[src/rtl/core/prime_factorizer_trial_division_defines.svh]
// Assertion helpers shared by the factorizer RTL.
`ifndef PRIME_FACTORIZER_TRIAL_DIVISION_DEFINES_SVH
`define PRIME_FACTORIZER_TRIAL_DIVISION_DEFINES_SVH

// Same-cycle implication, checked outside reset
`define PFT_ASSERT_IMP(label, ante, cons, msg) \
  label: assert property (@(posedge clk) disable iff (!rst_n) (ante) |-> (cons)) \
    else $error(msg);

// Next-cycle implication, checked outside reset
`define PFT_ASSERT_NXT(label, ante, cons, msg) \
  label: assert property (@(posedge clk) disable iff (!rst_n) (ante) |=> (cons)) \
    else $error(msg);

`endif

[src/rtl/core/pft_pkg.sv]
package pft_pkg;

  // Default sizing
  localparam int VALUE_BITS_DEF  = 31;
  localparam int STACK_DEPTH_DEF = 32;

  // Largest number of results given for one input
  localparam int MAX_RESULTS = 30;

  // Stack control from the sequencer
  typedef struct packed {
    logic clr;
    logic push;
    logic pop;
  } stk_ctrl_t;

endpackage

[src/rtl/core/pft_div.sv]
module pft_div #(
  parameter int VALUE_BITS = pft_pkg::VALUE_BITS_DEF
) (
  input  logic                  clk,
  input  logic                  rst_n,
  input  logic                  start,
  input  logic [VALUE_BITS-1:0] dividend,
  input  logic [VALUE_BITS-1:0] divisor,
  output logic                  done,
  output logic [VALUE_BITS-1:0] quot,
  output logic [VALUE_BITS-1:0] rem
);
  import pft_pkg::*;

  localparam int CW = $clog2(VALUE_BITS + 1);

  logic [VALUE_BITS-1:0] quo_r, quo_nxt;
  logic [VALUE_BITS-1:0] rem_r, rem_nxt;
  logic [VALUE_BITS-1:0] dvs_r;
  logic [CW-1:0]         cnt_r, cnt_nxt;
  logic                  busy_r, busy_nxt;
  logic                  done_r, done_nxt;
  logic [VALUE_BITS:0]   shifted;
  logic [VALUE_BITS:0]   diff;

  // One restoring step: shift in the next dividend bit, trial subtract
  assign shifted = {rem_r, quo_r[VALUE_BITS-1]};
  assign diff    = shifted - {1'b0, dvs_r};

  always_comb begin
    quo_nxt  = quo_r;
    rem_nxt  = rem_r;
    cnt_nxt  = cnt_r;
    busy_nxt = busy_r;
    done_nxt = 1'b0;
    if (start) begin
      quo_nxt  = dividend;
      rem_nxt  = '0;
      cnt_nxt  = CW'(VALUE_BITS);
      busy_nxt = 1'b1;
    end else if (busy_r) begin
      if (diff[VALUE_BITS]) begin
        rem_nxt = shifted[VALUE_BITS-1:0];
        quo_nxt = {quo_r[VALUE_BITS-2:0], 1'b0};
      end else begin
        rem_nxt = diff[VALUE_BITS-1:0];
        quo_nxt = {quo_r[VALUE_BITS-2:0], 1'b1};
      end
      cnt_nxt = cnt_r - CW'(1);
      if (cnt_r == CW'(1)) begin
        busy_nxt = 1'b0;
        done_nxt = 1'b1;
      end
    end
  end

  // Control state
  always_ff @(posedge clk) begin
    if (!rst_n) begin
      busy_r <= 1'b0;
      done_r <= 1'b0;
      cnt_r  <= '0;
    end else begin
      busy_r <= busy_nxt;
      done_r <= done_nxt;
      cnt_r  <= cnt_nxt;
    end
  end

  // Datapath
  always_ff @(posedge clk) begin
    quo_r <= quo_nxt;
    rem_r <= rem_nxt;
    if (start) begin
      dvs_r <= divisor;
    end
  end

  assign done = done_r;
  assign quot = quo_r;
  assign rem  = rem_r;

endmodule

[src/rtl/core/pft_stack.sv]
module pft_stack #(
  parameter int VALUE_BITS  = pft_pkg::VALUE_BITS_DEF,
  parameter int STACK_DEPTH = pft_pkg::STACK_DEPTH_DEF
) (
  input  logic                               clk,
  input  logic                               rst_n,
  input  pft_pkg::stk_ctrl_t                 ctrl,
  input  logic [VALUE_BITS-1:0]              push_data,
  output logic [$clog2(STACK_DEPTH+1)-1:0]   count,
  output logic [VALUE_BITS-1:0]              rd_data
);
  import pft_pkg::*;

  localparam int AW  = $clog2(STACK_DEPTH);
  localparam int CNW = $clog2(STACK_DEPTH + 1);

  logic [VALUE_BITS-1:0] mem [STACK_DEPTH];
  logic [VALUE_BITS-1:0] rd_data_r;
  logic [CNW-1:0]        cnt_r, cnt_nxt;
  logic [CNW-1:0]        top_idx;
  logic                  full;

  assign full    = (cnt_r == CNW'(STACK_DEPTH));
  assign top_idx = cnt_r - CNW'(1);

  // Fill count: pushes beyond the depth are dropped
  always_comb begin
    cnt_nxt = cnt_r;
    if (ctrl.clr) begin
      cnt_nxt = '0;
    end else if (ctrl.push && !full) begin
      cnt_nxt = cnt_r + CNW'(1);
    end else if (ctrl.pop) begin
      cnt_nxt = top_idx;
    end
  end

  always_ff @(posedge clk) begin
    if (!rst_n) begin
      cnt_r <= '0;
    end else begin
      cnt_r <= cnt_nxt;
    end
  end

  // Storage, registered read of the top entry on pop
  always_ff @(posedge clk) begin
    if (ctrl.push && !full && !ctrl.clr) begin
      mem[cnt_r[AW-1:0]] <= push_data;
    end
    if (ctrl.pop) begin
      rd_data_r <= mem[top_idx[AW-1:0]];
    end
  end

  assign count   = cnt_r;
  assign rd_data = rd_data_r;

endmodule

[src/rtl/core/prime_factorizer_trial_division.sv]
// Trial-division prime factorizer. One number enters on the in_ stream while
// in_tready is high; its prime factors leave on the out_ stream largest first,
// out_tlast on the final one. An input of 0 or 1 gives a single transaction with
// factor 0 and out_tuser (none_found) set. Every trial division runs on one shared
// restoring divider that yields quotient and remainder, and trials continue
// until the divisor passes the square root of the remaining quotient. Factors
// are then popped from a memory stack, each through the pop, pop-wait and output
// states, and held there under any output stall. in_tready stays low from
// acceptance until the last result is taken. Up to STACK_DEPTH factors are kept
// (the largest dropped beyond that) and at most 30 results are given per input.
`include "prime_factorizer_trial_division_defines.svh"

module prime_factorizer_trial_division #(
  parameter int VALUE_BITS  = pft_pkg::VALUE_BITS_DEF,
  parameter int STACK_DEPTH = pft_pkg::STACK_DEPTH_DEF
) (
  input  logic                               clk,
  input  logic                               rst_n,
  input  logic                               in_tvalid,
  output logic                               in_tready,
  input  logic [((VALUE_BITS+7)/8)*8-1:0]    in_tdata,   // value
  output logic                               out_tvalid,
  input  logic                               out_tready,
  output logic [((VALUE_BITS+7)/8)*8-1:0]    out_tdata,  // factor
  output logic                               out_tlast,
  output logic                               out_tuser   // none_found
);
  import pft_pkg::*;

  localparam int TDW = ((VALUE_BITS + 7) / 8) * 8;
  localparam int CNW = $clog2(STACK_DEPTH + 1);
  localparam int NW  = $clog2(MAX_RESULTS + 1);

  localparam logic [2:0] S_IDLE      = 3'd0;
  localparam logic [2:0] S_DIV_START = 3'd1;
  localparam logic [2:0] S_DIV_WAIT  = 3'd2;
  localparam logic [2:0] S_POP       = 3'd3;
  localparam logic [2:0] S_POP_WAIT  = 3'd4;
  localparam logic [2:0] S_OUT       = 3'd5;

  logic [2:0]            state_r, state_nxt;
  logic [VALUE_BITS-1:0] q_r, q_nxt;
  logic [VALUE_BITS-1:0] d_r, d_nxt;
  logic [NW-1:0]         n_r, n_nxt;
  logic                  ov_r, ov_nxt;
  logic [VALUE_BITS-1:0] of_r, of_nxt;
  logic                  ol_r, ol_nxt;
  logic                  onf_r, onf_nxt;

  logic                  div_start;
  logic                  div_done;
  logic [VALUE_BITS-1:0] div_quot;
  logic [VALUE_BITS-1:0] div_rem;

  stk_ctrl_t             stk_ctrl;
  logic [VALUE_BITS-1:0] stk_push_data;
  logic [CNW-1:0]        stk_count;
  logic [VALUE_BITS-1:0] stk_rd_data;

  logic [VALUE_BITS-1:0] in_value;
  logic                  in_acc;

  assign in_value = in_tdata[VALUE_BITS-1:0];
  assign in_acc   = in_tvalid && in_tready;

  pft_div #(.VALUE_BITS(VALUE_BITS)) u_div (
    .clk      (clk),
    .rst_n    (rst_n),
    .start    (div_start),
    .dividend (q_r),
    .divisor  (d_r),
    .done     (div_done),
    .quot     (div_quot),
    .rem      (div_rem)
  );

  pft_stack #(.VALUE_BITS(VALUE_BITS), .STACK_DEPTH(STACK_DEPTH)) u_stack (
    .clk       (clk),
    .rst_n     (rst_n),
    .ctrl      (stk_ctrl),
    .push_data (stk_push_data),
    .count     (stk_count),
    .rd_data   (stk_rd_data)
  );

  // Sequencer
  always_comb begin
    state_nxt     = state_r;
    q_nxt         = q_r;
    d_nxt         = d_r;
    n_nxt         = n_r;
    ov_nxt        = ov_r;
    of_nxt        = of_r;
    ol_nxt        = ol_r;
    onf_nxt       = onf_r;
    div_start     = 1'b0;
    stk_ctrl      = '0;
    stk_push_data = d_r;
    unique case (state_r)
      S_IDLE: begin
        if (in_tvalid) begin
          q_nxt        = in_value;
          d_nxt        = VALUE_BITS'(2);
          n_nxt        = '0;
          stk_ctrl.clr = 1'b1;
          if (in_value <= VALUE_BITS'(1)) begin
            ov_nxt    = 1'b1;
            of_nxt    = '0;
            ol_nxt    = 1'b1;
            onf_nxt   = 1'b1;
            state_nxt = S_OUT;
          end else begin
            state_nxt = S_DIV_START;
          end
        end
      end
      S_DIV_START: begin
        div_start = 1'b1;
        state_nxt = S_DIV_WAIT;
      end
      S_DIV_WAIT: begin
        if (div_done) begin
          if (d_r > div_quot) begin
            // no divisor up to the square root: quotient is prime
            stk_ctrl.push = 1'b1;
            stk_push_data = q_r;
            d_nxt         = q_r;
            q_nxt         = VALUE_BITS'(1);
            state_nxt     = S_POP;
          end else if (div_rem == '0) begin
            stk_ctrl.push = 1'b1;
            stk_push_data = d_r;
            q_nxt         = div_quot;
            state_nxt     = (div_quot == VALUE_BITS'(1)) ? S_POP : S_DIV_START;
          end else begin
            d_nxt     = d_r + VALUE_BITS'(1);
            state_nxt = S_DIV_START;
          end
        end
      end
      S_POP: begin
        stk_ctrl.pop = 1'b1;
        state_nxt    = S_POP_WAIT;
      end
      S_POP_WAIT: begin
        ov_nxt    = 1'b1;
        of_nxt    = stk_rd_data;
        ol_nxt    = (stk_count == '0) || (n_r == NW'(MAX_RESULTS - 1));
        onf_nxt   = 1'b0;
        n_nxt     = n_r + NW'(1);
        state_nxt = S_OUT;
      end
      S_OUT: begin
        if (out_tready) begin
          ov_nxt    = 1'b0;
          state_nxt = ol_r ? S_IDLE : S_POP;
        end
      end
      default: begin
        state_nxt = S_IDLE;
      end
    endcase
  end

  // Control state
  always_ff @(posedge clk) begin
    if (!rst_n) begin
      state_r <= S_IDLE;
      ov_r    <= 1'b0;
      n_r     <= '0;
      q_r     <= '0;
      d_r     <= VALUE_BITS'(2);
    end else begin
      state_r <= state_nxt;
      ov_r    <= ov_nxt;
      n_r     <= n_nxt;
      q_r     <= q_nxt;
      d_r     <= d_nxt;
    end
  end

  // Output payload register
  always_ff @(posedge clk) begin
    of_r  <= of_nxt;
    ol_r  <= ol_nxt;
    onf_r <= onf_nxt;
  end

  assign in_tready  = (state_r == S_IDLE);
  assign out_tvalid = ov_r;
  assign out_tdata  = TDW'(of_r);
  assign out_tlast  = ol_r;
  assign out_tuser  = onf_r;

  `PFT_ASSERT_IMP(a_one_side_busy, out_tvalid, !in_tready, "input taken while result pending")
  `PFT_ASSERT_IMP(a_none_found_alone, out_tvalid && out_tuser, out_tlast && (of_r == '0),
                  "none_found result must be the only one, with factor zero")
  `PFT_ASSERT_IMP(a_div_done_state, div_done, state_r == S_DIV_WAIT,
                  "divider finished outside a trial")
  `PFT_ASSERT_NXT(a_trivial_input, in_acc && (in_value <= VALUE_BITS'(1)),
                  out_tvalid && out_tuser, "input of 0 or 1 must give none_found")

endmodule

[config.mk]
export PLATFORM = sky130hd
export DESIGN_NAME = prime_factorizer_trial_division
export DESIGN_NICKNAME = d
export VERILOG_FILES = /design/src/rtl/core/pft_pkg.sv /design/src/rtl/core/pft_div.sv /design/src/rtl/core/pft_stack.sv /design/src/rtl/core/prime_factorizer_trial_division.sv
export VERILOG_INCLUDE_DIRS = /design/src /design/src/rtl/core
export SDC_FILE = /design/constraint.sdc
export NUM_CORES = 2
export LEC_CHECK = 0
export BUFFER_PORTS_ARGS = -buffer_cell sky130_fd_sc_hd__buf_2
export CAP_MARGIN = 20
export CORE_MARGIN = 2
export CORE_UTILIZATION = 60
export CTS_CLUSTER_DIAMETER = 150
export DETAILED_ROUTE_END_ITERATION = 8
export GPL_TIMING_DRIVEN = 0
export PLACE_DENSITY = 0.76
export RECOVER_POWER = 100
export REMOVE_ABC_BUFFERS = 1
export SLEW_MARGIN = 10
export SYNTH_ARGS = -nofsm -noshare
export SYNTH_HDL_FRONTEND = slang
export SYNTH_HIERARCHICAL = 1
export SYNTH_SLANG_ARGS = --single-unit
[constraint.sdc]
create_clock -name clk -period 12.3 [get_ports clk]
set_clock_uncertainty 0.1 [all_clocks]
set_input_delay 0.615 -clock clk [delete_from_list [all_inputs] [get_ports clk]]
set_output_delay 0.615 -clock clk [all_outputs]
set_load 0.02 [all_outputs]
# == After elaboration in Yosys (flattened, before gate mapping) ==
# Memory sizes are Yosys's and may differ from the RTL's. A register that Yosys moved wholly into a read port is not among the register bits.
# Index checks and enable logic that the tools add are counted.
# word_totals
register_bits,210
ram_bits,992
in_bits,36
output_inout_bits,36
wordCells,117
n_memories,1
# mem_list
memory,depth,width,rd,rd_clocked_by_memory_dff,wr,line_no,rtl
u_stack.mem,32,31,1,1,1,pft_stack.sv:17,logic [VALUE_BITS-1:0] mem [STACK_DEPTH];
# classes
addsub,6
order_cmp,2
n_eq_ne,15
n_mux,55
n_bitwise,2
n_reduce_logical,21
# ops
op,n
31-bit two-way mux,16
31-bit case mux with 2 select lines,3
32-bit by 31-bit subtractor with 32-bit output,1
31-bit by 1-bit adder with 31-bit output (second input constant),1
31-bit by 1-bit equality test with 1-bit output (second input constant),1
31-bit > comparator,1
31-bit by 1-bit less-or-equal comparator with 1-bit output (second input constant),1
31-bit logical NOT,1
1-bit two-way mux,18
3-bit case mux with 6 select lines,1
3-bit two-way mux,5
5-bit two-way mux,3
6-bit two-way mux,2
4-bit AND reduction,3
5-bit case mux with 2 select lines,1
2-bit nonzero test,4
6-bit by 1-bit adder with 6-bit output (second input constant),1
3-bit by 2-bit equality test with 1-bit output (second input constant),2
3-bit equality test (second input constant),2
6-bit equality test (second input constant),1
6-bit logical NOT,1
2-bit two-way mux,3
3-bit inequality test (second input constant),2
3-bit AND reduction,2
other kinds (19),25

# == Longest topological paths before layout ==
# logic_depth
depth_word,9
depth_mapped,15

# == Cells and area by module ==
# Netlist, hierarchy kept.
# by_module_without_submodules
module,instances,cells_per_inst,area_each_um2,seq_area_each_um2
pft_stack,1,1850,39566.7,30839.6
prime_factorizer_trial_division,1,690,6268.5,2412.3
pft_div,1,566,5724.2,2622.5

# == Worst setup path after synthesis ==
# OpenSTA, ideal clock, no wires.
# synth_path
kind,register to register
start,"reg u_div.quo_r[21], in the netlist u_div/quot[21]"
end,"mem u_stack/mem[28][0] (netlist bit), enable pin"
setup_ns,0.419
arrival_time_ns,3.909
t_required_ns,11.781
setup_slack_ns,7.872
path_stages_with_launch,13
cell_sequence,edfxtp_1 > inv_1 > ha_1 > nand4_1 > nor3_2 > a2111oi_2 > a211oi_2 > nor3_1 > nor2_1 > o41ai_4 > nor2_1 > nand2_1 > nor2_1
# synth_lines
item,line_no,rtl
from (decl),pft_div.sv:17,"logic [VALUE_BITS-1:0] quo_r, quo_nxt;"
from (signal assigned),pft_div.sv:72,quo_r <= quo_nxt;
to (decl),pft_stack.sv:17,

# == Worst setup path after layout ==
# layout_path
start,"reg u_stack.cnt_r[0], in the netlist u_stack/count[0]"
end,"reg u_stack.rd_data_r[30], in the netlist u_stack/rd_data[30], read port of u_stack.mem, data pin"
# layout_via
elab_chain_cells,1
# layout_rtl
item,line_no,rtl
from (decl),pft_stack.sv:19,"logic [CNW-1:0] cnt_r, cnt_nxt;"
from (signal assigned),pft_stack.sv:42,cnt_r <= cnt_nxt;
6-bit by 1-bit subtractor with 6-bit output,pft_stack.sv:24,assign top_idx = cnt_r - CNW'(1);
to (decl),pft_stack.sv:18,logic [VALUE_BITS-1:0] rd_data_r;
# Every way passes these cells.
# A chain may end at the register's enable or synchronous reset.

==> impl_table.tex <==
\begin{tabular}{lr}
\hline
Metric & Value \\
\hline
\multicolumn{2}{l}{\textbf{Global route}} \\
\quad Vias in the first global route & 30810 \\
\quad Global routing usage summed across all routing layers & 0.3229 \\
\quad Largest net degree at the start of global routing & 59 \\
\quad Antenna violations before repair & 4 \\
\quad Overall overflow remaining after global route & 0 \\
\quad First-pass GRT wire length & 207500 um \\
\multicolumn{2}{l}{\textbf{Worst setup path}} \\
\quad Reg2Reg Depth & 9 \\
\quad Required time of the critical path & 12.64 ns \\
\quad Top cell family by delay on the critical path & buffers and inverters \\
\quad Setup slack of the most critical reg-to-reg path & 3.61 ns \\
\quad Buf/Inv on CP & 3 \\
\quad Stages on worst setup path & 9 \\
\quad Kind of launch point of the worst setup path & register \\
\quad Worst EP arrival & 9.03 ns \\
\quad Worst R2R End & u\_stack/rd\_data[30] \\
\quad Endpoint class of the critical path & register \\
\quad End point of the critical path & u\_stack/rd\_data[30] \\
\quad Worst path max stage delay & 2.43 ns \\
\quad Type of the setup path with the least slack & register to register \\
\quad Cell-by-cell listing of the critical path & buf\_16 > inv\_1 > ha\_1 > clkbuf\_1 > mux4\_2 > nand2\_1 > nand2\_1 > o22ai\_1 > nor2\_1 \\
\quad Largest fanout of any net on the critical path & 49 \\
\quad Beginning of the worst register-to-register path & u\_stack/count[0] \\
\quad First element of the critical path & u\_stack/count[0] \\
\quad Slowest cell on the critical path & sky130\_fd\_sc\_hd\_\_ha\_1 \\
\quad Crit-path most repeated cell & sky130\_fd\_sc\_hd\_\_nand2\_1 \\
\multicolumn{2}{l}{\textbf{STA}} \\
\quad Post-route minimum period & 8.689 ns \\
\quad Setup repair after global routing missed its margin & no \\
\quad Slew margin rel. & -1.019 \\
\quad Slew at the pin closest to its max-slew limit & 3.028 ns \\
\quad Setup TNS & 0 ns \\
\quad Share of the clock period used by the worst path after layout & 0.7064 \\
\quad Final-report hold violation count & 0 \\
\quad Count of endpoints failing setup in the final report & 0 \\
\quad Max frequency & 115.1 MHz \\
\quad Pins over their slew limit & 922 \\
\multicolumn{2}{l}{\textbf{Final layout}} \\
\quad Synthesis-to-layout area growth & 10.68\% \\
\quad Layout Cell Area excl Fill & 0.05707 mm2 \\
\quad Post-layout nets & 3342 \\
\quad Ratio of cells with drive above 1 in the final layout & 0.1684 \\
\quad Final core utilization & 0.6702 \\
\multicolumn{2}{l}{\textbf{Die}} \\
\quad Starting Density & 0.6055 \\
\quad Core region area & 0.08515 mm2 \\
\quad \# rows & 107 \\
\quad Die width & 297.1 um \\
\quad Total I/O pin count & 72 \\
\quad Total Die Area & 0.08829 mm2 \\
\quad Height of the die & 297.1 um \\
\multicolumn{2}{l}{\textbf{Power and ir drop}} \\
\quad Power density cells & 158.6 mW/mm2 \\
\quad Total power after layout & 9.050 mW \\
\quad Maximum vdd ir drop & 138.0 uV \\
\quad Leakage & 21.15 nW \\
\multicolumn{2}{l}{\textbf{Yosys}} \\
\quad Mapped Area & 0.05156 mm2 \\
\quad Top\_reg\_cell synth & sky130\_fd\_sc\_hd\_\_edfxtp\_1 \\
\quad Count of synthesis-stage warnings from yosys & 6 \\
\quad Avg Cell Area, Syn & 16.60 um2 \\
\quad Sequential fraction of the synthesis area & 0.6958 \\
\quad Cells after Synth & 3106 \\
\quad EDFF count, synth & 1118 \\
\quad Count of different cell masters after synthesis & 94 \\
\quad Async set-or-reset flop fraction in the synthesized netlist & 0 \\
\quad Total of flip-flops plus latches after synthesis & 1233 \\
\multicolumn{2}{l}{\textbf{Routing}} \\
\quad Total routed wirelength & 142300 um \\
\quad Routed wire length per instance & 31.80 um \\
\quad Routed Antenna Nets & 0 \\
\quad Via count normalized by instance count & 6.874 \\
\quad Remaining design rule violation count & 0 \\
\quad Pre-Repair DR Iteration Count & 8 \\
\quad Routed vias & 30770 \\
\quad First DRT Iteration DRCs & 4151 \\
\multicolumn{2}{l}{\textbf{Status}} \\
\quad Result of the run & finished, violations left \\
\quad Violated checks & capacitance limit, slew limit \\
\multicolumn{2}{l}{\textbf{Clocking}} \\
\quad Clk\_lat worst skew & 0.71 ns \\
\quad Post-cts sizing count & 0 \\
\quad Clock tree from TritonCTS & built \\
\quad Quantity of hold-fixing buffers added after cts & 0 \\
\quad \# clock sinks & 1233 \\
\quad Clock Root Buffer & sky130\_fd\_sc\_hd\_\_clkbuf\_16 \\
\quad Longest Clk Path Bufs & 3 \\
\quad Total clock buffers created by CTS & 117 \\
\quad Number of H-tree branching levels & 3 \\
\quad Post-CTS setup buffer count & 0 \\
\quad CTS clock-pin slew for the worst setup and hold paths & 0.07 ns \\
\multicolumn{2}{l}{\textbf{Place}} \\
\quad Post-detailed-placement half-perimeter wirelength & 85510 um \\
\quad Routability Congestion & 0.8990 \\
\quad I/O Buffers & 69 \\
\quad Placement Cell Area & 0.05511 mm2 \\
\multicolumn{2}{l}{\textbf{Flow run}} \\
\quad \# Max-Cap Violations & 49 \\
\multicolumn{2}{l}{\textbf{Min path}} \\
\quad Classification of the worst-slack hold path & input pin to register \\
\quad Worst hold path cell count & 3 \\
\hline
\end{tabular}
-- sequential cells by signal, summed over array words and instances (netlist names), 3 cells and up --
signal	count
d_r	31
n_r	5
of_r	31
q_r	31
state_r	3
u_div/cnt_r	5
u_div/dvs_r	31
u_div/quot	31
u_div/rem	31
u_stack/count	6
u_stack/mem	992
u_stack/rd_data	31
-- synthesized netlist by cell type, types with 6 or more instances --
| cell type | n | area, um2 |
|---|---|---|
| sky130_fd_sc_hd__a21o_1 | 14 | 105.1 |
| sky130_fd_sc_hd__a21oi_1 | 85 | 425.4 |
| sky130_fd_sc_hd__a221o_1 | 22 | 220.2 |
| sky130_fd_sc_hd__a22oi_1 | 34 | 255.2 |
| sky130_fd_sc_hd__a311oi_1 | 12 | 105.1 |
| sky130_fd_sc_hd__a311oi_2 | 10 | 150.1 |
| sky130_fd_sc_hd__a31oi_1 | 6 | 37.54 |
| sky130_fd_sc_hd__a32o_1 | 32 | 320.3 |
| sky130_fd_sc_hd__and3_1 | 36 | 225.2 |
| sky130_fd_sc_hd__buf_2 | 52 | 260.3 |
| sky130_fd_sc_hd__buf_4 | 11 | 82.58 |
| sky130_fd_sc_hd__buf_6 | 35 | 394.1 |
| sky130_fd_sc_hd__clkbuf_1 | 66 | 247.7 |
| sky130_fd_sc_hd__dfxtp_1 | 115 | 2302 |
| sky130_fd_sc_hd__edfxtp_1 | 1118 | 33570 |
| sky130_fd_sc_hd__ha_1 | 72 | 900.9 |
| sky130_fd_sc_hd__inv_1 | 86 | 322.8 |
| sky130_fd_sc_hd__mux2_1 | 7 | 78.83 |
| sky130_fd_sc_hd__mux2_2 | 54 | 608.1 |
| sky130_fd_sc_hd__mux2i_1 | 37 | 370.4 |
| sky130_fd_sc_hd__mux4_2 | 248 | 5585 |
| sky130_fd_sc_hd__nand2_1 | 368 | 1381 |
| sky130_fd_sc_hd__nand2b_1 | 14 | 87.58 |
| sky130_fd_sc_hd__nand3_1 | 37 | 185.2 |
| sky130_fd_sc_hd__nand3b_1 | 6 | 45.04 |
| sky130_fd_sc_hd__nand4_1 | 25 | 156.4 |
| sky130_fd_sc_hd__nor2_1 | 160 | 600.6 |
| sky130_fd_sc_hd__nor2b_1 | 7 | 43.79 |
| sky130_fd_sc_hd__nor3_1 | 23 | 115.1 |
| sky130_fd_sc_hd__nor4_1 | 22 | 137.6 |
| sky130_fd_sc_hd__o21a_1 | 7 | 52.55 |
| sky130_fd_sc_hd__o21ai_0 | 63 | 315.3 |
| sky130_fd_sc_hd__o22ai_1 | 36 | 225.2 |
| sky130_fd_sc_hd__o311ai_0 | 8 | 70.07 |
| sky130_fd_sc_hd__o31ai_1 | 7 | 52.55 |
| sky130_fd_sc_hd__xnor2_1 | 32 | 280.3 |
| sky130_fd_sc_hd__xor2_1 | 25 | 219.0 |
-- power breakdown --
part | total [mW] | switching (mW) | internal [mW]
logic | 0.858 | 0.515 | 0.343
clock network | 3.51 | 1.55 | 1.95
registers | 4.69 | 0.0941 | 4.59
-- metrics by stage --
stage	hold slack, ns	cells	setup WS, ns
2_1_floorplan	0.3519	2938	-5.449
3_3_place_gp	0.3810	4151	-14.51
3_5_place_dp	0.3954	4255	7.008
4_1_cts	0.1459	4472	6.929
5_1_grt	0.1746	4475	3.276
6_report	0.1686	4476	3.611
-- worst min-delay path by stage --
| stage | startpoint | end |
|---|---|---|
| after global routing | in_tdata[24] | q_r[24] |
| after detailed placement | q_r[25] | d_r[25] |
| after global placement | q_r[25] | d_r[25] |
| after floorplan | q_r[25] | d_r[25] |
| final | in_tdata[24] | q_r[24] |
| after CTS | in_tdata[24] | q_r[24] |
-- logic make-up after synthesis --
| kind of cell | Yosys count | share of synthesized area |
|---|---|---|
| muxes | 346 | 0.1288 |
| other | 1 | 0.00007273 |
| and+or+nand+nor | 745 | 0.06545 |
| AOI/OAI and AO/OA | 392 | 0.05557 |
| xor gates and xnor gates | 60 | 0.01063 |
| DFF | 1233 | 0.6958 |
| adders and majority gates | 73 | 0.01786 |
| buffers and inverters | 256 | 0.02580 |
-- cell usage in the layout (no fill, tap or decap), types with 8 or more instances in the layout --
| cell type | instances |
|---|---|
| sky130_fd_sc_hd__ha_1 | 72 |
| sky130_fd_sc_hd__mux2_1 | 29 |
| sky130_fd_sc_hd__and3_1 | 36 |
| sky130_fd_sc_hd__a22oi_1 | 34 |
| sky130_fd_sc_hd__a32o_1 | 32 |
| sky130_fd_sc_hd__clkbuf_16 | 119 |
| sky130_fd_sc_hd__xor2_1 | 25 |
| sky130_fd_sc_hd__dfxtp_1 | 114 |
| sky130_fd_sc_hd__nor2_1 | 161 |
| sky130_fd_sc_hd__a21oi_1 | 84 |
| sky130_fd_sc_hd__buf_16 | 19 |
| sky130_fd_sc_hd__mux2_2 | 32 |
| sky130_fd_sc_hd__mux4_2 | 248 |
| sky130_fd_sc_hd__nand4_1 | 25 |
| sky130_fd_sc_hd__buf_2 | 35 |
| sky130_fd_sc_hd__nand2_1 | 368 |
| sky130_fd_sc_hd__o21ai_0 | 64 |
| sky130_fd_sc_hd__buf_6 | 8 |
| sky130_fd_sc_hd__a221o_1 | 22 |
| sky130_fd_sc_hd__nand3_1 | 37 |
| sky130_fd_sc_hd__a311oi_1 | 15 |
| sky130_fd_sc_hd__inv_1 | 86 |
| sky130_fd_sc_hd__edfxtp_1 | 1118 |
| sky130_fd_sc_hd__a21o_1 | 14 |
| sky130_fd_sc_hd__mux2i_1 | 37 |
| sky130_fd_sc_hd__o22ai_1 | 36 |
| sky130_fd_sc_hd__clkbuf_1 | 131 |
| sky130_fd_sc_hd__clkinv_1 | 30 |
| sky130_fd_sc_hd__nand2b_1 | 14 |
| sky130_fd_sc_hd__nor4_1 | 22 |
| sky130_fd_sc_hd__xnor2_1 | 31 |
| sky130_fd_sc_hd__o311ai_0 | 8 |
| sky130_fd_sc_hd__clkinv_2 | 18 |
| sky130_fd_sc_hd__nor3_1 | 23 |
-- layer usage --
metal / GRT usage / vias up / routed length, um
li1: - / 12500 / -
met1: 0.4289 / 15500 / 49850
met2: 0.5137 / 2261 / 67780
met3: 0.06792 / 505 / 17160
met4: 0.1596 / 2 / 7518
met5: 0 / - / 10
-- tightest hold or removal path, delay by kind of cell --
kind | cells | cell delay [ns]
buffers and inverters | 1 | 0.09
AOI/OAI and AO/OA | 2 | 0.22
-- cell type report --
type | count | area [um2]
clock inverter | 65 | 574.3
inverter | 88 | 330.3
fill | 5491 | 28080
antenna | 1 | 2.502
multi-input combinational | 1617 | 14360
clock buffer | 152 | 3152
sequential | 1233 | 35880
timing repair buffer | 176 | 1340
tap | 1144 | 1431
Power figures use the tool's default switching activity.
